File: src/hdl/dcbhp_pkg.sv
`default_nettype none

package dcbhp_pkg;

  // Field and datapath widths
  localparam int unsigned SampleW = 16;
  localparam int unsigned AlphaW  = 15;
  localparam int unsigned CountW  = 16;
  localparam int unsigned FracW   = 15;
  localparam int unsigned HistW   = 34;
  localparam int unsigned DeltaW  = SampleW + 1;
  localparam int unsigned SumW    = HistW + 1;
  localparam int unsigned ProdW   = SumW + AlphaW + 1;
  localparam int unsigned QuotW   = HistW + 1 - FracW;

  // Reset coefficient, about 100 Hz at 16 kHz
  localparam logic [AlphaW-1:0] AlphaReset = 15'd31506;

  // Rounding offsets for the Q15 product
  localparam logic signed [ProdW-1:0] RoundPos = ProdW'(16384);
  localparam logic signed [ProdW-1:0] RoundNeg = ProdW'(16383);
  localparam logic signed [SumW-1:0]  TruncNeg = SumW'(32767);

  // Saturation limits
  localparam logic signed [QuotW-1:0] SatMax = QuotW'(32767);
  localparam logic signed [QuotW-1:0] SatMin = -QuotW'(32768);
  localparam logic [CountW-1:0]       CountMax = '1;

  // Input word held in the input register
  typedef struct packed {
    logic signed [SampleW-1:0] sample;
    logic                      enable;
    logic                      last;
  } in_word_t;

endpackage

`default_nettype wire

File: src/hdl/dc_blocking_highpass_q15_unit.sv
`default_nettype none

// One-pole DC-blocking high-pass filter, y = alpha*(x - x_prev + y_prev) with a
// 34-bit Q15 history, one 16-bit sample in and one result out per clock while
// out_stall_i does not hold the result register. Throughput is one word per cycle
// under the same condition. A word loads into the input register when it is
// accepted and into the result register when it advances. The recurrence
// closes combinationally through one 35x16 multiplier followed by the rounding add,
// the truncating add and the saturation compare. The first enabled word after
// reset or a disabled word seeds the previous input; a disabled word passes
// through and clears the history and the clip count. clip_count is final on the
// word flagged block_end. The user must write alpha_q15 through cfg_we_i/cfg_wdata_i
// only while the stream is idle; the block itself does not enforce this.
module dc_blocking_highpass_q15_unit (
  input  wire                                    clk_i,
  input  wire                                    rst_ni,
  // configuration
  input  wire                                    cfg_we_i,
  input  wire        [dcbhp_pkg::AlphaW-1:0]     cfg_wdata_i,
  // input channel
  input  wire                                    in_valid_i,
  output logic                                   in_stall_o,
  input  wire signed [dcbhp_pkg::SampleW-1:0]    sample_in_i,
  input  wire                                    enable_i,
  input  wire                                    block_last_i,
  // output channel
  output logic                                   out_valid_o,
  input  wire                                    out_stall_i,
  output logic signed [dcbhp_pkg::SampleW-1:0]   sample_out_o,
  output logic                                   clipped_o,
  output logic       [dcbhp_pkg::CountW-1:0]     clip_count_o,
  output logic                                   block_end_o
);

  import dcbhp_pkg::*;

  logic [AlphaW-1:0] alpha_q;

  logic     s1_valid_q;
  in_word_t s1_q;

  logic signed [SampleW-1:0] last_in_q, last_in_d;
  logic signed [HistW-1:0]   hist_q, hist_d;
  logic                      seeded_q, seeded_d;
  logic [CountW-1:0]         clips_q, clips_d;

  logic signed [SampleW-1:0] sample_d;
  logic                      clipped_d;
  logic [CountW-1:0]         count_d;

  logic out_free;
  logic s1_adv;
  logic in_acc;

  logic signed [SampleW-1:0] prev;
  logic signed [DeltaW-1:0]  delta;
  logic signed [SumW-1:0]    acc_sum;
  logic signed [ProdW-1:0]   prod;
  logic signed [ProdW-1:0]   rnd;
  logic signed [HistW-1:0]   y;
  logic signed [SumW-1:0]    trunc;
  logic signed [QuotW-1:0]   quot;
  logic [CountW-1:0]         count_inc;

  // Handshake: output register frees when empty or taken
  assign out_free   = !out_valid_o || !out_stall_i;
  assign s1_adv     = s1_valid_q && out_free;
  assign in_stall_o = s1_valid_q && !out_free;
  assign in_acc     = in_valid_i && !in_stall_o;

  // Coefficient register
  always_ff @(posedge clk_i or negedge rst_ni) begin
    if (!rst_ni) begin
      alpha_q <= AlphaReset;
    end else if (cfg_we_i) begin
      alpha_q <= cfg_wdata_i;
    end
  end

  // Input register
  always_ff @(posedge clk_i or negedge rst_ni) begin
    if (!rst_ni) begin
      s1_valid_q <= 1'b0;
    end else if (in_acc) begin
      s1_valid_q <= 1'b1;
    end else if (s1_adv) begin
      s1_valid_q <= 1'b0;
    end
  end

  always_ff @(posedge clk_i) begin
    if (in_acc) begin
      s1_q.sample <= sample_in_i;
      s1_q.enable <= enable_i;
      s1_q.last   <= block_last_i;
    end
  end

  // Filter datapath: difference, Q15 accumulate, multiply, round and truncate
  always_comb begin
    prev    = seeded_q ? last_in_q : s1_q.sample;
    delta   = DeltaW'(s1_q.sample) - DeltaW'(prev);
    acc_sum = SumW'($signed({delta, {FracW{1'b0}}})) + SumW'(hist_q);
    prod    = ProdW'(acc_sum) * $signed(ProdW'({1'b0, alpha_q}));
    // round half away from zero, then divide by 2^15
    rnd     = prod + (prod[ProdW-1] ? RoundNeg : RoundPos);
    y       = rnd[FracW+HistW-1:FracW];
    // truncate toward zero to the sample scale
    trunc   = SumW'(y) + (y[HistW-1] ? TruncNeg : '0);
    quot    = trunc[SumW-1:FracW];
  end

  // Saturation, clip count and next state
  always_comb begin
    sample_d  = quot[SampleW-1:0];
    clipped_d = 1'b0;
    if (quot > SatMax) begin
      sample_d  = SatMax[SampleW-1:0];
      clipped_d = 1'b1;
    end else if (quot < SatMin) begin
      sample_d  = SatMin[SampleW-1:0];
      clipped_d = 1'b1;
    end

    count_inc = (clipped_d && clips_q != CountMax) ? clips_q + 1'b1 : clips_q;

    if (s1_q.enable) begin
      count_d   = count_inc;
      last_in_d = s1_q.sample;
      hist_d    = y;
      seeded_d  = 1'b1;
      clips_d   = s1_q.last ? '0 : count_inc;
    end else begin
      sample_d  = s1_q.sample;
      clipped_d = 1'b0;
      count_d   = '0;
      last_in_d = '0;
      hist_d    = '0;
      seeded_d  = 1'b0;
      clips_d   = '0;
    end
  end

  // Filter state
  always_ff @(posedge clk_i or negedge rst_ni) begin
    if (!rst_ni) begin
      last_in_q <= '0;
      hist_q    <= '0;
      seeded_q  <= 1'b0;
      clips_q   <= '0;
    end else if (s1_adv) begin
      last_in_q <= last_in_d;
      hist_q    <= hist_d;
      seeded_q  <= seeded_d;
      clips_q   <= clips_d;
    end
  end

  // Result register
  always_ff @(posedge clk_i or negedge rst_ni) begin
    if (!rst_ni) begin
      out_valid_o <= 1'b0;
    end else if (s1_adv) begin
      out_valid_o <= 1'b1;
    end else if (!out_stall_i) begin
      out_valid_o <= 1'b0;
    end
  end

  always_ff @(posedge clk_i) begin
    if (s1_adv) begin
      sample_out_o <= sample_d;
      clipped_o    <= clipped_d;
      clip_count_o <= count_d;
      block_end_o  <= s1_q.last;
    end
  end

`ifndef SYNTHESIS
  // an empty input register never stalls the source
  a_no_stall_empty: assert property (@(posedge clk_i) disable iff (!rst_ni)
    !s1_valid_q |-> !in_stall_o)
    else $error("input stalled with empty input register");

  // a saturated word sits at a rail
  a_clip_rail: assert property (@(posedge clk_i) disable iff (!rst_ni)
    (out_valid_o && clipped_o) |->
      (sample_out_o == SatMax[SampleW-1:0] || sample_out_o == SatMin[SampleW-1:0]))
    else $error("clipped word not at a rail");

  // a clipped word is counted
  a_clip_counted: assert property (@(posedge clk_i) disable iff (!rst_ni)
    (out_valid_o && clipped_o) |-> (clip_count_o != '0))
    else $error("clipped word with zero clip count");

  // block end restarts the clip count
  a_block_restart: assert property (@(posedge clk_i) disable iff (!rst_ni)
    (s1_adv && s1_q.last) |=> (clips_q == '0))
    else $error("clip count not cleared after block end");

  // disabled word clears history
  a_disable_clear: assert property (@(posedge clk_i) disable iff (!rst_ni)
    (s1_adv && !s1_q.enable) |=> (!seeded_q && hist_q == '0))
    else $error("history not cleared by disabled word");
`endif

endmodule

`default_nettype wire

File: config.mk
export PLATFORM = sky130hd
export DESIGN_NAME = dc_blocking_highpass_q15_unit
export DESIGN_NICKNAME = d
export VERILOG_FILES = /design/src/hdl/dcbhp_pkg.sv /design/src/hdl/dc_blocking_highpass_q15_unit.sv
export SDC_FILE = /design/constraint.sdc
export NUM_CORES = 2
export LEC_CHECK = 0
export ABC_AREA = 1
export BUFFER_PORTS_ARGS = -buffer_cell sky130_fd_sc_hd__buf_2
export CORE_MARGIN = 10
export CORE_UTILIZATION = 45
export CTS_BUF_LIST = sky130_fd_sc_hd__clkbuf_8
export DETAILED_ROUTE_END_ITERATION = 12
export MAX_ROUTING_LAYER = met4
export SYNTH_ARGS = -nofsm -noshare
export SYNTH_HDL_FRONTEND = slang
export SYNTH_SLANG_ARGS = --single-unit
File: constraint.sdc
create_clock -name clk_i -period 22.2 [get_ports clk_i]
set_input_delay 4.44 -clock clk_i [delete_from_list [all_inputs] [get_ports clk_i]]
set_output_delay 4.44 -clock clk_i [all_outputs]
set_load 0.05 [all_outputs]
==> flow_metrics.tcl <==
set metrics [dict create \
    cap_violations 0 \
    io_buffer_count 73 \
    dieHeight_um 278 \
    synth_edf_count 52 \
    holdPathStages 0 \
    reg2reg_from "seeded_q" \
    worstSetupEndpointType "flop" \
    hold_buffers 0 \
    fillers 6755 \
    yosysTopAreaCellShare 0.327 \
    status "completed" \
    via_per_inst 5.10 \
    cp-start-kind "flop" \
    critPathKind "reg -> reg" \
    hpwl_um 73300 \
    h-tree-depth 4 \
    antenna_left 0 \
    async_flop_share 0.618 \
    clkTransAtPathRegs_ns 0.09 \
    core_area_um2 65700 \
    fin_cells 4922 \
    hold-path-endpoint "block_end_o" \
    globalRouteOverflowTotal 0 \
    fin_crit_sh 0.678 \
    final_common_cell "nand2_1" \
    syn_area_per_cell_um2 7.36 \
    ff2ff_path_depth 74 \
    fin_ws_ns 7.16 \
    root_buffer "clkbuf_8" \
    die-area_um2 77000 \
    vias 25100 \
    setup_violations 0 \
    cts-resized-gates 0 \
    drt_iter0_markers 1796 \
    area_growth_pct 5.12 \
    drv_slew 0 \
    drc 0 \
    synth_seq_cells 136 \
    drive_gt1_frac 0.0695 \
    cts_buffers 17 \
    drt_wl_total_um 87100 \
    tightest_slew_ns 1.08 \
    rsz0062_at_grt "false" \
    start_util 0.454 \
    layout_common_cells "1103 x nand2_1, 905 x inv_1, 488 x fa_1" \
    required_ns 22.50 \
    r2r_end "clip_count_o[1]" \
    worstPathMaxFanout 33 \
    yosys_most_used_dff "dfrtp_1" \
    fin_nets 4745 \
    dp_cells 4889 \
    grt_pass1_wl_um 142000 \
    crit_top_cell "inv_1" \
    fin_skew_ns 0.0348 \
    slowest_stage "fa_1" \
    synth_fp_nets 4757 \
    hold_violations 0 \
    post-route-min-period_ns 15.04 \
    drt-wirelength-per-cell_um 17.7 \
    die_x_um 278 \
    grt_antenna_before_repair 1 \
    regToRegSetupSlack_ns 7.16 \
    yosysWarnings 0 \
    cts_sinks 136 \
    synth_cell_types 67 \
    hold_slack_ns 0.469 \
    min_path_type "reg -> reg" \
    grt_start_max_net_pins 55 \
    clk_latency_ns 0.56 \
    slew_headroom 0.279 \
    rows 94 \
    cts_setup_buffers 0 \
    gp_congestion 1.00 \
    finalSetupTns_ns 0 \
    hp-start "s1_q[0]" \
    cts_buffer_depth 2 \
    synth_area_um2 29800 \
    fmax_mhz 66.5 \
    place_ws_ns 7.29 \
    grt.total_usage 0.237 \
    synthCells 4056 \
    io_pins 74 \
    grt_pass1_vias 25500 \
    synth_seq_area_share 0.123 \
    cpPeakStageDelay_ns 0.94 \
    synth_area_leaders "fa_1 33%, nand2_1 14%, inv_1 11%, ha_1 7.3%, dfrtp_1 6.4%" \
    worstPathArrival_ns 15.34 \
    dr.pass1.iters 6 \
    cts_tree "yes" \
    synth_area_leader_cell "fa_1" \
]
## sequential cells by signal (all words and copies together), names as in the netlist
signal and flops:
out_valid_o 1, s1_valid_q 1, clip_count_o 16, hist_q 34, sample_out_o 16, s1_q 18
clips_q 16, block_end_o 1, clipped_o 1, seeded_q 1, alpha_q 15, last_in_q 16
## cell families after synthesis
logic type,share of synthesized area
simple gates,0.254
flops,0.123
fa+ha+maj,0.401
xor+xnor,0.0238
buf+inv,0.136
mux,0.00113
compound gates,0.0612
## per-layer routing
layer / global-route usage / part of all wire / vias to the layer above / routed length, um
li1: - / - / 12000 / -
met1: 0.324 / 0.47 / 12300 / 40800
met2: 0.376 / 0.46 / 628 / 40200
met3: 0.0199 / 0.048 / 90 / 4150
met4: 0.0597 / 0.023 / 0 / 1990
met5: - / 0 / - / 0
## worst max path at each step
stage | depth (start not counted) | end | startpoint
after detailed placement | 78 | clip_count_o[1] | seeded_q
final | 74 | clip_count_o[1] | seeded_q
after global routing | 73 | clip_count_o[1] | seeded_q
after floorplan | 76 | clip_count_o[0] | seeded_q
after CTS | 78 | clip_count_o[1] | seeded_q
after global placement | 74 | clip_count_o[0] | seeded_q
## critical path, delay by kind of cell, from the launching register on
kind | cells | cell delay, ns
AO/OA/AOI/OAI | 12 | 2.52
flip-flops | 1 | 0.37
AND/OR/NAND/NOR | 35 | 5.09
buffers and inverters | 14 | 1.32
XOR/XNOR | 2 | 0.34
adder cells (fa/ha/maj) | 11 | 5.08
## Yosys cell counts (10+ instances only)
master,count
nand2_2,38
nand3_1,162
nor3_1,33
nor2_1,326
xor2_1,50
a22oi_1,16
nor2_2,26
o21ai_0,103
inv_2,19
o21bai_1,14
nand3b_1,10
edfxtp_1,52
or2_2,13
clkinv_1,15
clkbuf_1,114
dfrtp_1,76
a21oi_1,117
inv_1,904
ha_1,175
nand2_1,1104
o22ai_1,15
xnor2_1,20
nand3_2,14
nand4_1,36
fa_1,488
## cell type report
type                       count  area (um2)  area share
sequential                   136        3670       0.117
multi-input combinational   2854       22100       0.705
timing repair buffer          97         548      0.0175
inverter                     938        3520       0.112
tap                          864        1080      0.0345
clock buffer                  17         234     0.00746
antenna                        1        2.50   0.0000798
clock inverter                15         198     0.00630
## per-stage QoR
| stage | util | cell area (um2) |
|---|---|---|
| global route | 0.477 | 31400 |
| global placement | 0.471 | 30900 |
| CTS | 0.477 | 31400 |
| detailed placement | 0.471 | 30900 |
| floorplan | - | 29800 |
| finish | 0.477 | 31400 |
Power is not shown: default switching activity piles up to over one toggle a cycle in this logic, so the estimate is an artifact.
